**src/histogram_equalization_core_macros.svh**
```systemverilog
// Assertion macros for the histogram equalization core.
// They expect clk_i and rst_ni in the scope where they are used.
`ifndef HISTOGRAM_EQUALIZATION_CORE_MACROS_SVH
`define HISTOGRAM_EQUALIZATION_CORE_MACROS_SVH
`ifndef SYNTHESIS
`define HE_ASSERT(lbl, prop, msg) \
  lbl: assert property (@(posedge clk_i) disable iff (!rst_ni) prop) else $error(msg);
`define HE_ASSERT_IMPL(lbl, ante, cons, msg) \
  lbl: assert property (@(posedge clk_i) disable iff (!rst_ni) (ante) |-> (cons)) \
    else $error(msg);
`else
`define HE_ASSERT(lbl, prop, msg)
`define HE_ASSERT_IMPL(lbl, ante, cons, msg)
`endif
`endif

```
**src/he_ram.sv**
```systemverilog
module he_ram #(
  parameter int unsigned Width = 8,
  parameter int unsigned Depth = 256
) (
  input  logic                     clk_i,
  input  logic                     we_i,
  input  logic [$clog2(Depth)-1:0] waddr_i,
  input  logic [Width-1:0]         wdata_i,
  input  logic [$clog2(Depth)-1:0] raddr_i,
  output logic [Width-1:0]         rdata_o
);

  logic [Width-1:0] mem_q [Depth];
  logic [Width-1:0] rdata_q;

  always_ff @(posedge clk_i) begin
    if (we_i) begin
      mem_q[waddr_i] <= wdata_i;
    end
    rdata_q <= mem_q[raddr_i];
  end

  assign rdata_o = rdata_q;

endmodule

```
**config.mk**
```make
export PLATFORM = sky130hd
export DESIGN_NAME = he_ram
export DESIGN_NICKNAME = d
export VERILOG_FILES = /design/src/histogram_equalization_core_macros.svh /design/src/he_ram.sv
export SDC_FILE = /design/constraint.sdc
export NUM_CORES = 2
export LEC_CHECK = 0
export BUFFER_PORTS_ARGS = -buffer_cell sky130_fd_sc_hd__buf_2
export CAP_MARGIN = 20
export CORE_ASPECT_RATIO = 2
export CORE_MARGIN = 4
export CORE_UTILIZATION = 55
export CTS_CLUSTER_DIAMETER = 100
export DETAILED_ROUTE_END_ITERATION = 7
export PLACE_DENSITY = 0.71
export SYNTH_ARGS = -nofsm -noshare
export SYNTH_HDL_FRONTEND = slang
export SYNTH_SLANG_ARGS = --single-unit
export TNS_END_PERCENT = 100
```
**constraint.sdc**
```tcl
create_clock -name clk_i -period 6.5 [get_ports clk_i]
set_input_delay 0.325 -clock clk_i [delete_from_list [all_inputs] [get_ports clk_i]]
set_output_delay 0.325 -clock clk_i [all_outputs]
set_load 0.005 [all_outputs]
```
Word-level counts from Yosys, hierarchy flattened
Memories as Yosys holds them, arrays and structs flattened. A register that Yosys moved wholly into a read port is not among the register bits.
Index checks and enable logic that the tools add are counted.

storage, ports and cells
  flip-flop bits (word level) = 0
  bits in latches = 0
  bits in writable memories = 2048
  bits in read-only memories = 0
  input bits = 26
  output and inout port bits = 8
  word-level logic and storage cells = 3
  memories kept = 1

cells by class
  add/sub/neg operators = 0
  multiply operators = 0
  div/mod/pow operators = 0
  magnitude comparators = 0
  equality and inequality tests = 0
  shifts and indexed selects = 0
  multiplexer cells = 2
  bitwise operators = 0
  reductions and logical operators = 0

memory list
  name   words  bits a word  rd ports  clocked after Yosys merged registers in  write ports  line          RTL
  mem_q  256    8            1         1                                        1            he_ram.sv:13  logic [Width-1:0] mem_q [Depth];

operators by type and width
  kind              number
  1-bit 2-to-1 mux  2

Longest topological paths before layout
  depth after elaboration = 2
  mapped depth = 11

Least setup slack after synthesis
Ideal clock, no wire load.

  path kind = input -> register
  start = in raddr_i[0]
  end = reg rdata_q[2], in the netlist rdata_o[2] (read register of mem_q)
  setup time = 0.131 ns
  arrival = 2.132 ns
  required time = 6.369 ns
  slack = 4.237 ns
  cell stages on the path = 9
  cells stage by stage = buf_6 buf_12 buf_8 buf_2 mux4_2 a22oi_1 a21oi_1 nor4_1 nor4_2

RTL lines
  element          line          RTL
  start, declared  he_ram.sv:9   input logic [$clog2(Depth)-1:0] raddr_i,
  end, declared    he_ram.sv:14  logic [Width-1:0] rdata_q;

==> run_results.csv <==
group,metric,value,unit
status,outcome,"completed",
cts,tritoncts,"done",
layout,fin_area,86900,um2
placed_design,post-dp-hpwl,126,mm
worst_setup_path,critical_path_required,7.12,ns
worst_setup_path,worstPathMaxFanout,58,
die,die_height,546,um
die,placementRows,197,
grt,grtUsageTotal,0.264,
pwr,total_leakage_power,26.4,nW
layout,area_growth,9.18,%
yosys,yosys_register_bits,2056,
yosys,async_reset_ff_frac,0,
yosys,synth_area,79600,um2
timing,timing.setup.tns,0,ns
worst_setup_path,critPathArrivalTime,4.07,ns
worst_setup_path,ff2ff_setup_slack,3.51,ns
cts,clkTransAtPathRegs,0.07,ns
timing,fin_hold_ws,0.0877,ns
cts,post-cts-setup-buffers,0,
detailed_routing,initialDrtViolationCount,4757,
grt,grt_pass1_vias,39863,
worst_setup_path,worstSetupPathType,"in2reg",
grt,antenna_found_initial,9,
yosys,synth_cell_types,55,
timing,post-route-worst-setup-slack,3.05,ns
grt,grt_start_max_net_pins,181,
pwr,fin_total_pwr,25.8,mW
yosys,synth_enable_flop_cells,2048,
timing,fin_crit_sh,0.531,
placed_design,place_worst_setup_slack,2.25,ns
detailed_routing,wirelength,199,mm
detailed_routing,routedWlPerCell,34.3,um
cts,clkSinkCount,2056,
grt,gr-total-overflow,0,
layout,instances_no_fill,5809,
yosys,synth_seq_area_share,0.775,
cts,h-tree-depth,4,
timing,finalSetupViolations,0,
cts,ctsHoldBuffers,0,
timing,worst_pin_slew,1.16,ns
worst_hold_path,min-delay-path-class,"in2reg",
placed_design,postPlaceCellArea,81700,um2
detailed_routing,drc,0,
die,start_util,0.553,
cts,cts_resized,0,
layout,layout_cell_share_with_drive_strength_beyond_1,0.210,
yosys,synth_warn,0,
cts,cts-root-to-sink-buffers,4,
job,drv_cap,0,
timing,slew-limit-headroom,0.224,
placed_design,finalWeightedCongestion,0.912,
layout,fill_cells,10026,
layout,number_of_nets_in_the_layout,3817,
cts,cts_root_buffer,"sky130_fd_sc_hd__clkbuf_16",
cts,clock_insertion_delay_worst_skew,0.81,ns
worst_setup_path,end_kind,"flop",
yosys,avgSynthCellArea,21.3,um2
die,die-width,277,um
detailed_routing,detail-route-antenna-nets,0,
timing,final_max_slew_viol_count,0,
timing,unrepaired_setup_endpoints_after_global_routing,"false",
timing,min_clock_period_post_route,3.45,ns
yosys,postSynthCellCount,3733,
grt,wire_length_of_the_first_global_routing_pass,287,mm
pwr,power_density,297,nW/um2
detailed_routing,detail_route.vias_per_cell,6.63,
layout,final_core_utilization,0.603,
timing,final.setup_skew,0.0435,ns
yosys,mapped_nets,3759,
die,die_area,151000,um2
cts,tritoncts.num_buffers,168,
timing,max_freq,0.290,GHz
pwr,vdd_ir_drop_max,0.307,mV
yosys,dominantRegCellSynth,"sky130_fd_sc_hd__edfxtp_1",
worst_setup_path,crit_path_start_kind,"primary input",
timing,timing_hold_violations_final,0,
placed_design,place.port_buffers,33,
detailed_routing,detail_route.first_pass.iterations,5,
die,design.portCount,34,
die,standard_cell_core_area,144000,um2
placed_design,cell_count_after_placement,5509,
detailed_routing,via_count,38514,
[synthesized netlist by cell type, drive strengths merged, types with 31 or more instances]
| library cell | number | area (um2) |
|---|---|---|
| edfxtp | 2048 | 61500 |
| mux4 | 456 | 10300 |
| nor2 | 282 | 1060 |
| mux2i | 134 | 1340 |
| a22oi | 133 | 998 |
| buf | 122 | 1030 |
| clkbuf | 111 | 417 |
| a21oi | 96 | 480 |
| o221ai | 47 | 418 |
| nand3 | 34 | 170 |
| nand2 | 33 | 124 |
| nor2b | 31 | 194 |
[cell type report]
| class | count | area, um2 | share of cell area |
|---|---|---|---|
| inverter | 2 | 7.51 | 0.0000864 |
| multi-input combinational | 1442 | 16500 | 0.190 |
| timing repair buffer | 121 | 1140 | 0.0131 |
| antenna | 7 | 17.5 | 0.000202 |
| clock buffer | 197 | 4360 | 0.0501 |
| sequential | 2056 | 61700 | 0.710 |
| tap | 1890 | 2360 | 0.0272 |
| clock inverter | 94 | 776 | 0.00893 |
[flip-flops by register name (all words and copies together), names as in the netlist]
signal and flops:
mem_q 2048, rdata_o 8
[routing by layer]
| metal | global-route usage | part of all wire |
|---|---|---|
| met5 | 0 | 0.00016 |
| met1 | 0.302 | 0.32 |
| met4 | 0.160 | 0.073 |
| met2 | 0.469 | 0.54 |
| met3 | 0.0382 | 0.072 |
[power by group]
part	total, mW	internal [mW]	switching [mW]
registers	14.6	14.6	0.0256
logic	1.31	0.434	0.879
clock network	9.82	5.28	4.54
[final timing paths]
kind | from | endpoint | depth (start not counted)
max | raddr_i[0] | rdata_o[3]$_DFF_P_ | 7
min | wdata_i[4] | mem_q[91][4]$_DFFE_PP_ | 1
max reg2reg | mem_q[83][3]$_DFFE_PP_ | rdata_o[3]$_DFF_P_ | 6
min reg2reg | mem_q[60][0]$_DFFE_PP_ | rdata_o[0]$_DFF_P_ | 6
[placed cells by master (no fill, tap or decap), types with 10 or more instances in the layout]
cell,Yosys,final
sky130_fd_sc_hd__bufinv_16,0,12
sky130_fd_sc_hd__mux4_2,454,454
sky130_fd_sc_hd__clkinv_2,0,20
sky130_fd_sc_hd__nand2_1,33,33
sky130_fd_sc_hd__nor2b_1,31,28
sky130_fd_sc_hd__clkbuf_16,0,170
sky130_fd_sc_hd__o211ai_1,10,10
sky130_fd_sc_hd__a211oi_1,16,15
sky130_fd_sc_hd__nor2_1,282,279
sky130_fd_sc_hd__a21oi_1,96,96
sky130_fd_sc_hd__nor4_1,24,17
sky130_fd_sc_hd__o221ai_1,46,46
sky130_fd_sc_hd__buf_12,8,16
sky130_fd_sc_hd__clkbuf_1,111,27
sky130_fd_sc_hd__nor4_2,3,10
sky130_fd_sc_hd__o21ai_0,10,10
sky130_fd_sc_hd__edfxtp_1,2048,2048
sky130_fd_sc_hd__a221oi_1,13,13
sky130_fd_sc_hd__clkinv_1,1,46
sky130_fd_sc_hd__nand3_1,34,34
sky130_fd_sc_hd__mux2i_1,134,134
sky130_fd_sc_hd__buf_2,31,22
sky130_fd_sc_hd__nand4_1,10,10
sky130_fd_sc_hd__buf_4,27,70
sky130_fd_sc_hd__nor3_1,22,22
sky130_fd_sc_hd__a22oi_1,133,133
sky130_fd_sc_hd__o22ai_1,28,28
[worst max-delay path, stage by stage]
cell and delay, ns:
sky130_fd_sc_hd__buf_8 0.59, sky130_fd_sc_hd__buf_4 0.63, sky130_fd_sc_hd__mux4_2 0.65, sky130_fd_sc_hd__a221oi_1 0.54, sky130_fd_sc_hd__o32ai_1 0.22, sky130_fd_sc_hd__nor3_1 0.84
sky130_fd_sc_hd__nor4_1 0.17
[kinds of logic after synthesis]
| family | synth area share |
|---|---|
| and+or+nand+nor | 0.0263 |
| DFF | 0.775 |
| AOI/OAI and AO/OA | 0.0342 |
| buffers and inverters | 0.0183 |
| muxes | 0.146 |
Power figures use the tool's default switching activity.
