## src/histogram_equalization_core_macros.svh

```systemverilog
// Assertion macros for the histogram equalization core.
// They expect clk_i and rst_ni in the scope where they are used.
`ifndef HISTOGRAM_EQUALIZATION_CORE_MACROS_SVH
`define HISTOGRAM_EQUALIZATION_CORE_MACROS_SVH
`ifndef SYNTHESIS
`define HE_ASSERT(lbl, prop, msg) \
  lbl: assert property (@(posedge clk_i) disable iff (!rst_ni) prop) else $error(msg);
`define HE_ASSERT_IMPL(lbl, ante, cons, msg) \
  lbl: assert property (@(posedge clk_i) disable iff (!rst_ni) (ante) |-> (cons)) \
    else $error(msg);
`else
`define HE_ASSERT(lbl, prop, msg)
`define HE_ASSERT_IMPL(lbl, ante, cons, msg)
`endif
`endif

```

## src/he_pkg.sv

```systemverilog
package he_pkg;

  localparam int unsigned MAX_PIXELS_LOG2 = 24;
  localparam int unsigned PIXEL_BITS      = 8;
  localparam int unsigned PIX_W           = 8;

  localparam logic CMD_COUNT = 1'b0;
  localparam logic CMD_MAP   = 1'b1;

  // Status from the divider back to the sequencer.
  typedef struct packed {
    logic busy;
    logic done;
  } div_rsp_t;

endpackage

```

## src/he_div.sv

```systemverilog
module he_div #(
  parameter int unsigned CntW  = 25,
  parameter int unsigned QuotW = 8
) (
  input  logic                 clk_i,
  input  logic                 rst_ni,
  input  logic                 start_i,
  input  logic [CntW-1:0]      cdf_i,
  input  logic [CntW-1:0]      total_i,
  output he_pkg::div_rsp_t     rsp_o,
  output logic [QuotW-1:0]     quotient_o
);
  import he_pkg::*;

  localparam int unsigned NumW = CntW + QuotW + 1;
  localparam int unsigned CntrW = $clog2(QuotW + 1);

  typedef enum logic {
    D_IDLE,
    D_RUN
  } div_state_e;

  div_state_e       state_q;
  logic [NumW-1:0]  rem_q;
  logic [NumW-1:0]  dsr_q;
  logic [QuotW-1:0] quot_q;
  logic [CntrW-1:0] step_q;
  logic             done_q;

  logic [NumW-1:0]  numer;
  logic             fits;

  // Numerator 2*cdf*L + total with L = 2^QuotW - 1, formed by shifts.
  assign numer = NumW'({cdf_i, {(QuotW + 1){1'b0}}}) - NumW'({cdf_i, 1'b0})
               + NumW'(total_i);
  assign fits  = rem_q >= dsr_q;

  always_ff @(posedge clk_i or negedge rst_ni) begin
    if (!rst_ni) begin
      state_q <= D_IDLE;
      done_q  <= 1'b0;
      rem_q   <= '0;
      dsr_q   <= '0;
      quot_q  <= '0;
      step_q  <= '0;
    end else begin
      done_q <= 1'b0;
      case (state_q)
        D_IDLE: begin
          if (start_i) begin
            rem_q   <= numer;
            // Divisor is 2*total, aligned to the top quotient bit.
            dsr_q   <= NumW'({total_i, {QuotW{1'b0}}});
            quot_q  <= '0;
            step_q  <= CntrW'(QuotW);
            state_q <= D_RUN;
          end
        end
        D_RUN: begin
          if (fits) begin
            rem_q <= rem_q - dsr_q;
          end
          quot_q <= QuotW'({quot_q, fits});
          dsr_q  <= dsr_q >> 1;
          step_q <= step_q - CntrW'(1);
          if (step_q == CntrW'(1)) begin
            done_q  <= 1'b1;
            state_q <= D_IDLE;
          end
        end
        default: state_q <= D_IDLE;
      endcase
    end
  end

  assign rsp_o.busy = (state_q != D_IDLE);
  assign rsp_o.done = done_q;
  assign quotient_o = quot_q;

endmodule

```

## config.mk

```make
export PLATFORM = sky130hd
export DESIGN_NAME = he_div
export DESIGN_NICKNAME = d
export VERILOG_FILES = /design/src/histogram_equalization_core_macros.svh /design/src/he_pkg.sv /design/src/he_div.sv
export SDC_FILE = /design/constraint.sdc
export NUM_CORES = 1
export LEC_CHECK = 0
export ABC_AREA = 0
export ABC_CLOCK_PERIOD_IN_PS = 3400
export BUFFER_PORTS_ARGS = -buffer_cell sky130_fd_sc_hd__buf_4
export CORE_MARGIN = 2
export CORE_UTILIZATION = 48
export DETAILED_ROUTE_END_ITERATION = 10
export HOLD_SLACK_MARGIN = 0.12
export PLACE_DENSITY_LB_ADDON = 0.3
export SLEW_MARGIN = 20
export SYNTH_ARGS = -nofsm -noshare
export SYNTH_HDL_FRONTEND = slang
export SYNTH_SLANG_ARGS = --single-unit
```

## constraint.sdc

```tcl
create_clock -name clk_i -period 3.4 [get_ports clk_i]
set_clock_uncertainty 0.05 [all_clocks]
set_input_delay 0.51 -clock clk_i [delete_from_list [all_inputs] [get_ports clk_i]]
set_output_delay 0.51 -clock clk_i [all_outputs]
set_load 0.02 [all_outputs]
```

# Yosys cells after proc, flatten, opt, wreduce, memory -nomap -nowiden
# Cells that the tools add are included.
# word_totals
ff_bits,82
output_inout_bits,10
elab_cells,30
# op_classes
n_addsub,4
n_lt_le_gt_ge,1
eq_ne,3
muxes,14
bitwise_logic,1
n_reduce_logical,1
# ops
op,count
one-hot mux 34 bit (2 select lines),2
two-way mux 34 bit,3
adder 34 x 25 -> 34 bit,1
>= comparator 34 bit,1
subtractor 34 x 26 -> 34 bit,1
subtractor 34 bit,1
one-hot mux 8 bit (2 select lines),1
two-way mux 8 bit,1
one-hot mux 4 bit (2 select lines),1
"equality test 4 x 1 -> 1 bit, second input constant",1
two-way mux 1 bit,4
two-way mux 4 bit,1
"subtractor 4 x 1 -> 4 bit, second input constant",1
"inequality test 2 x 1 -> 1 bit, second input constant",1
"inequality test 2 bit, second input constant",1
one-hot mux 1 bit (2 select lines),1
AND reduction 2 bit,1
NOT 1 bit,1

# Longest topological paths before layout
# depth
ltp_word,4
depth_mapped,14

# Least setup slack after synthesis
# Ideal clock, no wire load.
# synth_path
path_type,input to register
from,input port cdf_i[1]
to,register rem_q[21]
arrival_ns,2.988
t_required_ns,3.220
slack_ns,0.232
path_stages,13
n_path_buf,0
path_cell_list,inv_1 > fa_1 > inv_1 > ha_1 > a21oi_1 > o21bai_1 > a211o_1 > o211ai_4 > a21boi_2 > o21a_1 > or3_1 > a31oi_1 > o21ai_1
# synth_between
elab_chain_cells,4
# synth_lines
item,line,text
from (decl),he_div.sv:8,"input logic [CntW-1:0] cdf_i,"
subtractor 34 x 26 -> 34 bit,he_div.sv:34,"assign numer = NumW'({cdf_i, {(QuotW + 1){1'b0}}}) - NumW'({cdf_i, 1'b0})"
adder 34 x 25 -> 34 bit,he_div.sv:35,+ NumW'(total_i);
two-way mux 34 bit,he_div.sv:50,if (start_i) begin
one-hot mux 34 bit (2 select lines),he_div.sv:48,case (state_q)
to (signal assigned),he_div.sv:51,rem_q <= numer;
to (signal assigned),he_div.sv:61,rem_q <= rem_q - dsr_q;
to (decl),he_div.sv:24,logic [NumW-1:0] rem_q;
# Every way passes these cells. The select of a mux whose other input is x is not followed.
# A chain may end at the register's enable or synchronous reset.

# Worst setup path in the final report
# layout_path
from,register rem_q[0]
to,register rem_q[32]
# layout_between
elab_chain_cells,3
elab_cells_between_ends,6
cone_classes,add/sub: 1; order compare: 1; eq/ne: 1; mux: 2; reduce/logical: 1
# layout_lines
item,line
subtractor 34 bit / >= comparator 34 bit (equally long branches),"he_div.sv:61, he_div.sv:36"
two-way mux 34 bit / inequality test 2 x 1 -> 1 bit (equally long branches),-
one-hot mux 34 bit (2 select lines) / AND reduction 2 bit (equally long branches),-
# Several ways; a longest one is shown, not always the timed one. The select of a mux whose other input is x is not followed.

==> results.sh <==
export IMPL_cp_top_family="compound AO/OA/AOI/OAI gates"
export IMPL_finalSetupViolCount=0
export IMPL_cts_tree="yes"
export IMPL_ys_seq_area_frac=0.252
export IMPL_antenna_found_initial=0
export IMPL_seqPwrFrac=0.183
export IMPL_rrSetupSlack_ns=0.24
export IMPL_globalRouteTotalUtil=0.248
export IMPL_crit_fanout=5
export IMPL_hp_class="in -> async"
export IMPL_crit_top_cell="nand4_2"
export IMPL_clockRootBuffer="clkbuf_16"
export IMPL_synth_avg_cell_area_um2=7.97
export IMPL_synth_fp_nets=1154
export IMPL_synth_top_cell_area_share=0.252
export IMPL_worstPathArrival_ns=3.34
export IMPL_area_growth_pct=14.3
export IMPL_slowest_delay_ns=0.40
export IMPL_cts_buffer_depth=2
export IMPL_fin_setup_tns_ns=0
export IMPL_period_needed_ns=3.16
export IMPL_crit_chain="inv_1 -> ha_1 -> fa_1 -> nand2b_1 -> a21oi_1 -> o2111ai_2 -> nand4_2 -> nand4_2 -> a21oi_2 -> o21a_1 -> buf_4 -> o31a_1 -> a2bb2oi_1"
export IMPL_dieArea_um2=17800
export IMPL_pre_cts_slack_ns=-0.0774
export IMPL_worst_path_buf_inv=2
export IMPL_gp_congestion=0.971
export IMPL_worstMarginPinSlew_ns=0.866
export IMPL_rows=47
export IMPL_vdd_drop_max_mv=0.403
export IMPL_rsz0062_at_grt="false"
export IMPL_swShare=0.483
export IMPL_synth_area_leader_cell="dfrtp_1"
export IMPL_drc=0
export IMPL_fin_nets=1215
export IMPL_wire_per_inst_um=16.8
export IMPL_die_y_um=133
export IMPL_hold_viol=0
export IMPL_firstDrtPassIters=5
export IMPL_layout_drive_gt1_share=0.125
export IMPL_synth_edf_count=0
export IMPL_grt_pass1_wl_mm=35.4
export IMPL_setup_slack_ns=0.239
export IMPL_synth_ff_type="dfrtp_1"
export IMPL_grt_max_degree=70
export IMPL_grt_pass1_vias=6910
export IMPL_p_comb_frac=0.703
export IMPL_drt_total_wl_mm=21.8
export IMPL_path_class="reg -> reg"
export IMPL_fin_cells=1292
export IMPL_vias=7407
export IMPL_drv_cap=0
export IMPL_fmax_mhz=316
export IMPL_whs_ns=0.206
export IMPL_die_x_um=133
export IMPL_first_iter_violations=526
export IMPL_overflow=0
export IMPL_numCtsBuffers=9
export IMPL_critPathLaunchType="register"
export IMPL_io_pins=63
export IMPL_total_leakage_power_nw=4.38
export IMPL_worstPathRequired_ns=3.58
export IMPL_rr_worst_depth=13
export IMPL_timing_rr_start="rem_q[0]"
export IMPL_clock_sinks=81
export IMPL_fp_coreArea_um2=16500
export IMPL_io_buffers=62
export IMPL_slowest_stage="fa_1"
export IMPL_htree_levels=3
export IMPL_clockPowerShare=0.113
export IMPL_yosys_warnings=0
export IMPL_vias_per_cell=5.73
export IMPL_syn_inst=1008
export IMPL_post_place_cells=1277
export IMPL_status="finished clean"
export IMPL_p_sw_mw=4.81
export IMPL_cts_hold_buffers=0
export IMPL_intPower_mw=5.15
export IMPL_synth_seq_cells=81
export IMPL_r2r_end="rem_q[32]"
export IMPL_yosys_top_cells_area="dfrtp_1 25%, ha_1 12%, nand2_1 6.0%"
export IMPL_slew_viol_final=0
export IMPL_antennaDiodeCount=0
export IMPL_slew_headroom=0.423
export IMPL_clk_latency_ns=0.35
export IMPL_async_flop_share=1.00
export IMPL_initial_utilization=0.488
export IMPL_ant_nets=0
export IMPL_syn_area_um2=8030
export IMPL_power_density_nw_per_um2=1080
export IMPL_finalCritPeriodShare=0.930
export IMPL_cts_reportedPaths_clkPinSlew_ns=0.06
export IMPL_place_hpwl_mm=16.6
export IMPL_endpoint_kind="register"
export IMPL_synth_cell_type_count=77
## registers in the layout, summed over array words and instances (netlist names)
| signal | cells |
|---|---|
| state_q | 1 |
| quotient_o | 8 |
| dsr_q | 33 |
| done_q | 1 |
| rem_q | 34 |
| step_q | 4 |
## synthesized netlist by cell type (all sizes together) (6+ instances only)
| master | number |
|---|---|
| fa | 18 |
| or3 | 6 |
| ha | 75 |
| nand2 | 130 |
| nor2 | 58 |
| xor2 | 28 |
| and3 | 9 |
| nand3 | 15 |
| nand4 | 13 |
| a21o | 28 |
| nor3 | 17 |
| a211oi | 12 |
| o21ai | 99 |
| a31oi | 14 |
| inv | 118 |
| o31ai | 8 |
| dfrtp | 81 |
| nand2b | 9 |
| xnor2 | 23 |
| clkbuf | 27 |
| o211ai | 11 |
| buf | 15 |
| mux2i | 32 |
| a21oi | 77 |
| o21a | 16 |
## how the worst max path moves through the flow
stage / from / to / slack [ns] / depth (start not counted)
after global placement: cdf_i[4] / rem_q[28] / -0.003 / 16
after floorplan: cdf_i[1] / rem_q[21] / 0.23 / 13
after global routing: cdf_i[4] / rem_q[30] / 0.03 / 15
after detailed placement: cdf_i[4] / rem_q[28] / -0.08 / 16
after CTS: dsr_q[21] / rem_q[7] / 0.16 / 11
final: rem_q[0] / rem_q[32] / 0.24 / 13
## per-layer routing
metal / track usage / share of wire / routed length (um) / vias to the layer above
met3: 0.0198 / 0.046 / 990 / 23
met5: 0 / 0 / 0 / -
met2: 0.409 / 0.47 / 10200 / 211
met4: 0.0709 / 0.015 / 332 / 0
li1: - / - / - / 3644
met1: 0.350 / 0.47 / 10200 / 3529
## layout by cell type, fill, tap and decap left out, types with 13 or more instances in the layout
| cell | instances |
|---|---|
| nand2_1 | 129 |
| xor2_1 | 28 |
| nor2_1 | 57 |
| xnor2_1 | 23 |
| o21ai_1 | 13 |
| buf_4 | 89 |
| a31oi_1 | 14 |
| a21o_1 | 25 |
| nand3_1 | 14 |
| nor3_1 | 17 |
| inv_1 | 118 |
| dfrtp_1 | 80 |
| fa_1 | 18 |
| ha_1 | 75 |
| o21a_1 | 15 |
| mux2i_1 | 32 |
| a21oi_1 | 74 |
| o21ai_0 | 84 |
## per-stage QoR
stage | power, mW | instance area, um^2 | utilization
floorplan | 7.07 | 8030 | -
global placement | 8.57 | 8830 | 0.536
detailed placement | 8.67 | 8830 | 0.536
CTS | 9.88 | 9160 | 0.557
global route | 10.9 | 9180 | 0.557
finish | 9.96 | 9180 | 0.557
## what timing repair did
| action | in CTS | in global routing |
|---|---|---|
| setup endpoints to repair | 0 | 21 |
| gates resized for setup | 0 | 1 |
| setup buffers | 0 | 0 |
## layout make-up
class / instances / area [um^2]
clock buffer: 11 / 243
clock inverter: 3 / 90.1
fill: 1608 / 7290
inverter: 119 / 447
multi-input combinational: 767 / 5390
sequential: 81 / 2030
tap: 220 / 275
timing repair buffer: 91 / 708
## cell families after synthesis
kind of cell | synth area share
AOI/OAI and AO/OA | 0.246
xor gates and xnor gates | 0.0556
adders and majority gates | 0.162
buffers and inverters | 0.0798
DFF | 0.252
muxes | 0.0432
and+or+nand+nor | 0.161
## power by group through the flow
| stage | Combinational (mW) | Sequential [mW] | Clock [mW] |
|---|---|---|---|
| final | 7.00 | 1.83 | 1.13 |
| after global routing | 7.81 | 1.89 | 1.19 |
| after CTS | 6.90 | 1.83 | 1.15 |
| after detailed placement | 6.84 | 1.84 | 0 |
| after global placement | 6.74 | 1.83 | 0 |
| after floorplan | 5.27 | 1.80 | 0 |
(Power assumes the default switching activity.)
